<file path="config.mk">
export PLATFORM = sky130hd
export DESIGN_NAME = periodic_timer_table_core
export DESIGN_NICKNAME = d
export VERILOG_FILES = /design/src/hw/rtl/ptt_pkg.sv /design/src/hw/rtl/ptt_table_ram.sv /design/src/hw/rtl/periodic_timer_table_core.sv
export SDC_FILE = /design/constraint.sdc
export NUM_CORES = 2
export LEC_CHECK = 0
export ABC_AREA = 1
export BUFFER_PORTS_ARGS = -buffer_cell sky130_fd_sc_hd__buf_4
export CAP_MARGIN = 20
export CORE_UTILIZATION = 60
export CTS_BUF_LIST = sky130_fd_sc_hd__clkbuf_8
export CTS_CLUSTER_DIAMETER = 100
export DETAILED_ROUTE_END_ITERATION = 8
export PLACE_DENSITY = 0.82
export SLEW_MARGIN = 30
export SYNTH_ARGS = -nofsm -noshare
export SYNTH_HDL_FRONTEND = slang
export SYNTH_SLANG_ARGS = --single-unit
</file>
<file path="constraint.sdc">
create_clock -name clk -period 17.4 [get_ports clk]
set_input_delay 5.22 -clock clk [delete_from_list [all_inputs] [get_ports clk]]
set_output_delay 5.22 -clock clk [all_outputs]
set_load 0.02 [all_outputs]
</file>
<file path="src/hw/rtl/ptt_pkg.sv">
`timescale 1ns / 1ps
`default_nettype none
// ----------------------------------------------------------------------------
// ptt_pkg: shared types and constants
// Payload structs, action and status codes, table geometry.
// ----------------------------------------------------------------------------
package ptt_pkg;

    localparam int SLOTS       = 8;
    localparam int SLOT_W      = (SLOTS > 1) ? $clog2(SLOTS) : 1;
    localparam int CNT_W       = $clog2(SLOTS + 1);
    localparam int MAX_RESULTS = 8;
    localparam int NRES_W      = $clog2(MAX_RESULTS + 1);

    typedef enum logic [2:0] {
        ACT_TICK    = 3'd0,
        ACT_ADD     = 3'd1,
        ACT_DELETE  = 3'd2,
        ACT_ENABLE  = 3'd3,
        ACT_DISABLE = 3'd4,
        ACT_TOGGLE  = 3'd5,
        ACT_RESTART = 3'd6,
        ACT_QUERY   = 3'd7
    } action_t;

    localparam logic [1:0] ST_OK        = 2'd0;
    localparam logic [1:0] ST_FULL      = 2'd1;
    localparam logic [1:0] ST_NOT_FOUND = 2'd2;

    typedef struct packed {
        logic [2:0]  action;
        logic [31:0] now_ms;
        logic [15:0] timer_id;
        logic [31:0] interval_ms;
        logic [15:0] run_limit;
    } in_item_t;

    typedef struct packed {
        logic [15:0] result_id;
        logic        fired;
        logic        removed;
        logic [1:0]  status;
        logic        enabled_out;
        logic [31:0] interval_out;
        logic [31:0] last_due_out;
        logic [31:0] remaining_ms;
        logic [31:0] elapsed_ms;
        logic        last;
    } out_item_t;

    typedef struct packed {
        logic [15:0] id;
        logic [31:0] interval;
        logic [31:0] last_due;
        logic [15:0] limit;
        logic [15:0] runs;
        logic        enabled;
    } entry_t;

endpackage
`default_nettype wire

</file>
<file path="src/hw/rtl/ptt_table_ram.sv">
`timescale 1ns / 1ps
`default_nettype none
// ----------------------------------------------------------------------------
// ptt_table_ram: timer entry store
// One write port, one read port, registered read data.
// ----------------------------------------------------------------------------
module ptt_table_ram (
    input  wire logic                     clk,
    input  wire logic                     we,
    input  wire logic [ptt_pkg::SLOT_W-1:0] waddr,
    input  wire ptt_pkg::entry_t          wdata,
    input  wire logic [ptt_pkg::SLOT_W-1:0] raddr,
    output ptt_pkg::entry_t               rdata
);

    ptt_pkg::entry_t mem [ptt_pkg::SLOTS];

    always_ff @(posedge clk)
    begin
        if (we)
        begin
            mem[waddr] <= wdata;
        end
        rdata <= mem[raddr];
    end

endmodule
`default_nettype wire

</file>
<file path="src/hw/rtl/periodic_timer_table_core.sv">
`timescale 1ns / 1ps
`default_nettype none
// ----------------------------------------------------------------------------
// periodic_timer_table_core: insertion-ordered interval timer table
// Tick scans, add, delete, enable/disable/toggle, restart and query by id.
// ----------------------------------------------------------------------------
// channel | direction | payload     | handshake
// in      | input     | in_item_t   | in_valid / in_ready
// out     | output    | out_item_t  | out_valid / out_ready
//
// Scan transactions pass S_READ (RAM read) and S_EVAL (modify/write back with
// compaction) per entry, then S_FINAL and S_WAIT; the result is registered on
// leaving S_WAIT, and the next transaction is accepted in the S_IDLE after it.
// A tick result after the first waits in S_EVAL until the staged one is taken;
// output stalls hold the scan too. Add: RAM write on acceptance, result via S_WAIT.
// Reset clears count, id counter and control; the RAM needs no clearing.
// ----------------------------------------------------------------------------
module periodic_timer_table_core (
    input  wire logic               clk,
    input  wire logic               rst_n,
    input  wire logic               in_valid,
    output logic                    in_ready,
    input  wire ptt_pkg::in_item_t  in_data,
    output logic                    out_valid,
    input  wire logic               out_ready,
    output ptt_pkg::out_item_t      out_data
);

    typedef enum logic [2:0] {
        S_IDLE,
        S_READ,
        S_EVAL,
        S_COPY,
        S_FINAL,
        S_WAIT
    } state_t;

    state_t                      state_reg;
    ptt_pkg::in_item_t           item_reg;
    logic [ptt_pkg::CNT_W-1:0]   count_reg;
    logic [15:0]                 idc_reg;
    logic [ptt_pkg::CNT_W-1:0]   rd_reg;
    logic [ptt_pkg::CNT_W-1:0]   wr_reg;
    logic [ptt_pkg::NRES_W-1:0]  nres_reg;
    logic                        found_reg;
    logic                        out_valid_reg;
    ptt_pkg::out_item_t          out_reg;
    ptt_pkg::out_item_t          pend_reg;
    logic                        pend_valid_reg;

    logic                        we;
    logic [ptt_pkg::SLOT_W-1:0]  waddr;
    ptt_pkg::entry_t             wdata;
    logic [ptt_pkg::SLOT_W-1:0]  raddr;
    ptt_pkg::entry_t             rdata;

    ptt_table_ram u_ram (
        .clk   (clk),
        .we    (we),
        .waddr (waddr),
        .wdata (wdata),
        .raddr (raddr),
        .rdata (rdata)
    );

    // per-entry evaluation
    ptt_pkg::entry_t    upd;
    logic               keep;
    logic               emit;
    logic               rem;
    logic               due;
    logic               match;
    logic [31:0]        elapsed;
    ptt_pkg::out_item_t res;

    always_comb
    begin
        upd     = rdata;
        keep    = 1'b1;
        emit    = 1'b0;
        rem     = 1'b0;
        elapsed = item_reg.now_ms - rdata.last_due;
        due     = !(elapsed < rdata.interval);
        match   = rdata.id == item_reg.timer_id;
        case (item_reg.action)
            ptt_pkg::ACT_TICK:
            begin
                if (due && nres_reg < ptt_pkg::NRES_W'(ptt_pkg::MAX_RESULTS))
                begin
                    upd.last_due = rdata.last_due + rdata.interval;
                    if (rdata.enabled)
                    begin
                        if (rdata.limit == 16'd0)
                        begin
                            if (rdata.runs != 16'hFFFF)
                            begin
                                upd.runs = rdata.runs + 16'd1;
                            end
                            emit = 1'b1;
                        end
                        else if (rdata.runs < rdata.limit)
                        begin
                            upd.runs = rdata.runs + 16'd1;
                            rem      = !(upd.runs < rdata.limit);
                            keep     = !rem;
                            emit     = 1'b1;
                        end
                        else
                        begin
                            keep = 1'b0;
                        end
                    end
                end
            end
            ptt_pkg::ACT_DELETE:  keep = !match;
            ptt_pkg::ACT_ENABLE:  if (match) upd.enabled = 1'b1;
            ptt_pkg::ACT_DISABLE: if (match) upd.enabled = 1'b0;
            ptt_pkg::ACT_TOGGLE:  if (match) upd.enabled = !rdata.enabled;
            ptt_pkg::ACT_RESTART: if (match) upd.last_due = item_reg.now_ms;
            default: ;
        endcase
        res.result_id    = (item_reg.action == ptt_pkg::ACT_TICK) ? rdata.id
                                                                 : item_reg.timer_id;
        res.fired        = item_reg.action == ptt_pkg::ACT_TICK;
        res.removed      = rem;
        res.status       = ptt_pkg::ST_OK;
        res.enabled_out  = upd.enabled;
        res.interval_out = upd.interval;
        res.last_due_out = upd.last_due;
        res.remaining_ms = upd.last_due + upd.interval - item_reg.now_ms;
        res.elapsed_ms   = item_reg.now_ms - upd.last_due;
        res.last         = 1'b0;
    end

    logic in_acc;
    logic out_free;
    logic out_load;
    assign in_acc   = in_valid && in_ready;
    assign out_free = !out_valid_reg || out_ready;
    assign out_load = pend_valid_reg && out_free &&
                      ((state_reg == S_EVAL && emit) || state_reg == S_WAIT);
    assign in_ready = state_reg == S_IDLE;
    assign out_valid = out_valid_reg;
    assign out_data  = out_reg;

    logic scan_end;
    assign scan_end = rd_reg >= count_reg;

    always_comb
    begin
        raddr = rd_reg[ptt_pkg::SLOT_W-1:0];
        we    = 1'b0;
        waddr = wr_reg[ptt_pkg::SLOT_W-1:0];
        wdata = upd;
        if (state_reg == S_IDLE && in_acc && in_data.action == ptt_pkg::ACT_ADD)
        begin
            we             = count_reg < ptt_pkg::CNT_W'(ptt_pkg::SLOTS);
            waddr          = count_reg[ptt_pkg::SLOT_W-1:0];
            wdata.id       = idc_reg + 16'd1;
            wdata.interval = in_data.interval_ms;
            wdata.last_due = in_data.now_ms;
            wdata.limit    = in_data.run_limit;
            wdata.runs     = 16'd0;
            wdata.enabled  = 1'b1;
        end
        else if (state_reg == S_EVAL && (!emit || !pend_valid_reg))
        begin
            we = keep;
        end
    end

    ptt_pkg::out_item_t zero_res;
    always_comb
    begin
        zero_res        = '0;
        zero_res.status = ptt_pkg::ST_NOT_FOUND;
        zero_res.result_id = item_reg.timer_id;
    end

    ptt_pkg::out_item_t add_res;
    always_comb
    begin
        add_res      = '0;
        add_res.last = 1'b1;
        if (count_reg < ptt_pkg::CNT_W'(ptt_pkg::SLOTS))
        begin
            add_res.result_id    = idc_reg + 16'd1;
            add_res.enabled_out  = 1'b1;
            add_res.interval_out = in_data.interval_ms;
            add_res.last_due_out = in_data.now_ms;
            add_res.remaining_ms = in_data.interval_ms;
        end
        else
        begin
            add_res.status = ptt_pkg::ST_FULL;
        end
    end

    ptt_pkg::out_item_t fin_res;
    always_comb
    begin
        fin_res = pend_reg;
        if (item_reg.action != ptt_pkg::ACT_TICK && !found_reg)
        begin
            fin_res = zero_res;
        end
        fin_res.last = 1'b1;
    end

    always_ff @(posedge clk or negedge rst_n)
    begin
        if (!rst_n)
        begin
            state_reg      <= S_IDLE;
            count_reg      <= '0;
            idc_reg        <= '0;
            rd_reg         <= '0;
            wr_reg         <= '0;
            nres_reg       <= '0;
            found_reg      <= 1'b0;
            out_valid_reg  <= 1'b0;
            pend_valid_reg <= 1'b0;
        end
        else
        begin
            out_valid_reg <= out_load || (out_valid_reg && !out_ready);
            if (out_load)
            begin
                out_reg <= pend_reg;
            end
            case (state_reg)
                S_IDLE:
                begin
                    if (in_acc)
                    begin
                        item_reg  <= in_data;
                        rd_reg    <= '0;
                        wr_reg    <= '0;
                        nres_reg  <= '0;
                        found_reg <= 1'b0;
                        if (in_data.action == ptt_pkg::ACT_ADD)
                        begin
                            pend_valid_reg <= 1'b1;
                            pend_reg       <= add_res;
                            if (count_reg < ptt_pkg::CNT_W'(ptt_pkg::SLOTS))
                            begin
                                count_reg <= count_reg + 1'b1;
                                idc_reg   <= idc_reg + 16'd1;
                            end
                            state_reg <= S_WAIT;
                        end
                        else
                        begin
                            state_reg <= S_READ;
                        end
                    end
                end
                S_READ:
                begin
                    state_reg <= scan_end ? S_FINAL : S_EVAL;
                end
                S_EVAL:
                begin
                    // one staged result: pend holds it until a later one or the end
                    if (emit && pend_valid_reg)
                    begin
                        if (out_free)
                        begin
                            pend_valid_reg <= 1'b0;
                        end
                    end
                    else
                    begin
                        if (emit)
                        begin
                            pend_reg       <= res;
                            pend_valid_reg <= 1'b1;
                            nres_reg       <= nres_reg + 1'b1;
                        end
                        if (item_reg.action != ptt_pkg::ACT_TICK && match && !found_reg)
                        begin
                            found_reg <= 1'b1;
                            pend_reg  <= res;
                        end
                        if (keep)
                        begin
                            wr_reg <= wr_reg + 1'b1;
                        end
                        rd_reg    <= rd_reg + 1'b1;
                        state_reg <= S_READ;
                    end
                end
                S_FINAL:
                begin
                    count_reg <= wr_reg;
                    pend_reg  <= fin_res;
                    if (item_reg.action != ptt_pkg::ACT_TICK)
                    begin
                        pend_valid_reg <= 1'b1;
                    end
                    state_reg <= S_WAIT;
                end
                S_WAIT:
                begin
                    if (!pend_valid_reg)
                    begin
                        state_reg <= S_IDLE;
                    end
                    else if (out_free)
                    begin
                        pend_valid_reg <= 1'b0;
                        state_reg      <= S_IDLE;
                    end
                end
                default:
                begin
                    state_reg <= S_IDLE;
                end
            endcase
        end
    end

endmodule
`default_nettype wire

</file>
-- Word-level counts from Yosys, hierarchy flattened
Memories as Yosys holds them, arrays and structs flattened. A register that Yosys moved wholly into a read port is not among the register bits.
Index checks and enable logic that the tools add are counted.
- word-level logic and storage cells: 199
- input port bits: 103
- memories: 1
- bits in registers: 389
- RAM bits: 904
- output and inout port bits: 152
- memory list (memory ; depth ; width ; rd ports ; clocked after memory_dff ; wr ports ; RTL line ; text):
    u_ram.mem ; 8 ; 113 ; 1 ; 1 ; 1 ; ptt_table_ram.sv:16 ; ptt_pkg::entry_t mem [ptt_pkg::SLOTS];
- $add $sub $neg: 11
- multiplexer cells: 78
- equal/unequal tests: 25
- reduce and logical (&&, ||, !) cells: 46
- magnitude comparators: 6
- operator list (operator ; count):
    $mux W150 ; 6
    $pmux W150 S3 ; 1
    $mux W16 ; 8
    $mux W113 ; 1
    $mux W97 ; 1
    $sub A32 B32 Y32 ; 3
    $add A32 B32 Y32 ; 2
    $mux W32 ; 2
    $pmux W32 S2 ; 1
    $mux W4 ; 9
    $mux W1 ; 33
    $add A16 B1 Y16 const B ; 2
    $lt A16 B16 Y1 ; 2
    $lt A32 B32 Y1 ; 1
    $pmux W4 S2 ; 4
    $mux W3 ; 7
    $reduce_and A4 Y1 ; 5
    $add A4 B1 Y4 const B ; 4
    $eq A16 B16 Y1 ; 1
    $logic_not A16 Y1 ; 1
    $ne A16 B16 Y1 const B ; 1
    $eq A3 B3 Y1 const B ; 5
    $pmux W3 S5 ; 1
    $logic_and A1 B1 Y1 ; 13
    21 further kinds ; 52

-- Longest topological paths before layout
- word-level depth: 13
- gate-level depth with buffers: 49

-- Cells and area by module
A second synthesis with hierarchy kept.
- cell total of the unflattened synthesis: 7100
- area, all modules: 67832.6 µm²
- modules (own cells, without submodules) (module ; times used ; area each (µm²) ; sequential area each (µm²) ; cells an instance):
    ptt_table_ram ; 1 ; 41522.3 ; 29408.2 ; 4036
    periodic_timer_table_core ; 1 ; 26310.2 ; 11491.0 ; 3064

-- Least setup slack after synthesis
No wires, ideal clock.
- path kind: input-to-reg
- start: input rst_n
- end: register out_reg (netlist bit out_data[0]), enable pin
- required time: 16.557 ns
- data arrival time: 15.341 ns
- slack: 1.215 ns
- cell stages on the path: 2
- buffers on the path: 0
- path through: inv_1 > nor3_1
- word-level cells in the longest chain between the ends: 1
- RTL lines (what ; RTL line ; text):
    from (decl) ; periodic_timer_table_core.sv:20 ; input wire logic rst_n,
    $reduce_and A2 Y1 (no source line) ; -- ;
    to (signal assigned) ; periodic_timer_table_core.sv:229 ; out_reg <= pend_reg;
    to (decl) ; periodic_timer_table_core.sv:47 ; ptt_pkg::out_item_t out_reg;
Every way passes these cells.
A chain may end at the register's enable or synchronous reset.

-- Worst setup path after layout
- start: input in_data[97] (netlist bit)
- end: memory u_ram.mem[0][79] (netlist bit), enable pin
- word-level cells in the longest chain between the ends: 5
- RTL lines (what ; RTL line ; text):
    from (decl) ; periodic_timer_table_core.sv:23 ; input wire ptt_pkg::in_item_t in_data,
    $eq A3 B1 Y1 (*) ; periodic_timer_table_core.sv:155 ; if (state_reg == S_IDLE && in_acc && in_data.action == ptt_pkg::ACT_ADD)
    $logic_and A1 B1 Y1 (*) ; periodic_timer_table_core.sv:155 ;
    $mux W1 ; periodic_timer_table_core.sv:155 ;
    $mux W1 ; ptt_table_ram.sv:20 ; if (we)
    $mux W1 (implied by the code) ; ptt_table_ram.sv:22 ; mem[waddr] <= wdata;
    to (decl) ; ptt_table_ram.sv:16 ;
Every way passes the cells marked *; elsewhere a longest branch is shown, timed or not.

==> impl_metrics.yaml <==
timing:
  hold_slack_ps: 410
  fin_crit_ps: 9660
  min_period_over_period: 0.555
  fin_ws_ps: 7740
  tightest_slew_ps: 1070
  hold_viol_final: 0
  fin_skew_ps: 79.2
  report.final.setup_viol: 0
  slew_viol_final: 0
  setup-tns-final_ps: 0
  clock.fmax_mhz: 103
  max-slew-margin-rel: 0.287
  rsz0062_at_grt: "no"
drt:
  vias_per_cell: 6.10
  drc: 0
  drt_iter0_drc: 5826
  wl_microns: 176000
  avgRoutedWirePerCell_microns: 23.1
  ant_nets: 0
  num_vias: 46409
  dr.pass1.iters: 6
placement:
  dp_worst_setup_slack_ps: 6800
  port_buffers: 254
  place.gp.congestion: 1.09
  hpwlAfterDp_microns: 113000
worst_setup_path:
  r2r_slack_ps: 8980
  critical_path_arrival_ps: 10230
  crit_type: "in2reg"
  endpoint_kind: "flop"
  r2r_end: "pend_reg[63]"
  worst_ep_required_time_ps: 17970
  cp_max_fo: 175
  timing.rr.start: "item_reg[64]"
  r2r_cells: 47
  crit_path_start_kind: "input pin"
die:
  io_pins: 255
  die_h_microns: 328
  fp-row-count: 119
  dieArea_sq_um: 107000
  start_util: 0.605
  core_area_sq_um: 105000
  die_width_microns: 328
clock_tree:
  cts_setup_buffers: 0
  htreeDepth: 4
  cts.clk_slew.worst_paths_ps: 70
  hold_buffers: 0
  cts_tree: "done"
  insertion_delay_ps: 940
  cts_resized: 0
  numClockSinks: 1406
  clock_path_buffers: 3
  numCtsBuffers: 206
  clockRootBuffer: "clkbuf_8"
grt:
  gr-total-overflow: 0
  grt.total_usage: 0.324
  grt_antenna_before_repair: 5
  grt_pass1_wl_microns: 261000
  grt_pass1_vias: 44850
  use_met3: 0.0601
  top_usage_layer: "met2"
  met2_usage: 0.524
  grt_max_degree: 207
  use_met1: 0.423
yosys:
  ys_ff_latch: 1406
  synth_ff_type: "edfxtp_1"
  synth_edf_count: 1255
  yosys-top-cells-area: "edfxtp_1 (59%), o21ai_0 (6.1%), nor2_1 (5.9%)"
  synth_top_cell_by_area: "edfxtp_1"
  synth.cell_area_sq_um: 63600
  synth_seq_area_share: 0.643
  syn-num-nets: 6139
  syn_inst: 5774
  synth_top_cell_area_share: 0.592
  synth_area_per_cell_sq_um: 11.0
  synthArstFlopShare: 0.0270
  ys_warn_count: 0
  yosys.cell_types.count: 63
cells_and_area:
  nets: 6396
  fin_util: 0.677
  drive_above_1_share: 0.112
  largest_register_ff_count: 904
  final.fill_count: 7425
  area_growth_syn_to_layout_pct: 11.9
flow_run:
  drv_cap: 0
pwr:
  leakagePower_nw: 26.9
  ir_drop_uv: 154
  p_per_area_nw_per_um2: 194
hold_path:
  worstHoldEndpoint: "out_data[54]"
  min_path_type: "reg2reg"
  worstHoldStart: "pend_reg[54]"
  whs_path_depth: 0
outcome:
  run_status: "completed"
-- worst max path at each step --
stage                             endpoint   startpoint  slack [ps]  cells past startpoint
after floorplan                out_data[0]        rst_n        1220                      2
after global placement    u_ram.mem[0][83]  in_data[97]        6960                     12
after CTS                 u_ram.mem[0][79]  in_data[97]        7770                     12
final                     u_ram.mem[0][79]  in_data[97]        7740                     13
after global routing      u_ram.mem[0][79]  in_data[97]        7550                     13
after detailed placement  u_ram.mem[0][81]  in_data[97]        6800                     12
-- Yosys cell counts, types with 6 or more instances --
| cell type | instances |
|---|---|
| a21boi_0 | 6 |
| a21o_1 | 17 |
| a21oi_1 | 263 |
| a22oi_1 | 11 |
| a31oi_1 | 124 |
| buf_1 | 21 |
| buf_2 | 33 |
| buf_6 | 6 |
| clkbuf_1 | 191 |
| dfrtp_1 | 38 |
| dfxtp_1 | 113 |
| edfxtp_1 | 1255 |
| fa_1 | 34 |
| ha_1 | 228 |
| inv_1 | 401 |
| inv_2 | 12 |
| nand2_1 | 593 |
| nand2_2 | 6 |
| nand3_1 | 120 |
| nand4_1 | 25 |
| nor2_1 | 999 |
| nor2_2 | 16 |
| nor3_1 | 29 |
| nor4_1 | 10 |
| o211ai_1 | 17 |
| o21a_1 | 14 |
| o21ai_0 | 776 |
| o21ai_1 | 52 |
| o21ai_2 | 18 |
| o21bai_1 | 10 |
| o221ai_1 | 7 |
| o22ai_1 | 146 |
| xnor2_1 | 45 |
| xor2_1 | 70 |
-- final cells by class --
| class | count | area, sq um | share of cell area |
|---|---|---|---|
| multi-input cells | 3701 | 20300 | 0.285 |
| diodes | 3 | 7.51 | 0.000105 |
| flip-flops and latches | 1406 | 40900 | 0.574 |
| inverters | 413 | 1570 | 0.0221 |
| well taps | 1391 | 1740 | 0.0244 |
| clock buffers | 232 | 3190 | 0.0448 |
| repair buffers | 303 | 2440 | 0.0343 |
| clock inverters | 157 | 1080 | 0.0152 |
-- routing by layer --
metal  part of all wire  up-vias  wire length [microns]
li1                   -    20972                      -
met1               0.37    22171                  65900
met2               0.47     2800                  83300
met3               0.11      460                  18700
met4              0.046        6                   8100
met5            0.00026        -                     46
-- layout by cell type, fill, tap and decap left out, types with 9 or more instances in the layout --
master,netlist,final
xor2_1,70,70
edfxtp_1,1255,1255
a31oi_1,124,124
nor4_1,10,10
nor3_1,29,28
nor2_2,16,15
a21o_1,17,17
nand3_1,120,120
o21ai_2,18,18
xnor2_1,45,45
dfxtp_1,113,113
dfrtp_1,38,36
nor2_1,999,996
o21ai_1,52,102
inv_2,12,12
a21oi_1,263,255
o211ai_1,17,17
bufinv_16,0,9
clkinv_1,0,31
clkinv_2,0,25
fa_1,34,34
nand2_1,593,592
o21ai_0,776,726
a22oi_1,11,11
inv_1,401,472
nand4_1,25,25
buf_12,0,11
ha_1,228,228
o21a_1,14,14
o22ai_1,146,146
o21bai_1,10,10
buf_4,1,289
clkbuf_8,0,232
-- critical path: stages --
cell and delay (ps):
buf_4 110, nor3_1 340, inv_1 150, nor2_4 150
buf_12 580, inv_2 620, nor2_4 360, inv_1 360
buf_4 340, a21oi_4 160, buf_4 760, buf_4 520
buf_12 300
-- cells by family (layout without fill, tap and decap cells) --
kind of cell	after synthesis	after routing	synth area share
AND/OR/NAND/NOR	1833	1833	0.117
AO/OA/AOI/OAI	1490	1490	0.129
flip-flops	1406	1406	0.643
buffers and inverters	667	1105	0.0408
adder cells (fa/ha/maj)	262	262	0.0555
XOR/XNOR	115	115	0.0158
multiplexers	1	1	0.000157
other	0	3	0
-- report_power, final --
group | internal, mW | switching [mW] | leakage [nW]
combinational | 1.86 | 4.25 | 11.7
sequential | 4.61 | 0.408 | 12.8
clock | 1.38 | 1.30 | 2.46
total | 7.85 | 5.96 | 26.9
-- through the flow --
step	total power, mW	cells	area (sq um)
6_report	13.8	7606	71200
5_1_grt	14.6	7605	71200
4_1_cts	13.7	7601	71200
3_5_place_dp	11.0	7212	66900
3_3_place_gp	10.8	7212	66900
2_1_floorplan	9.04	5774	63600
No activity file was read; power rests on OpenSTA's default activity.
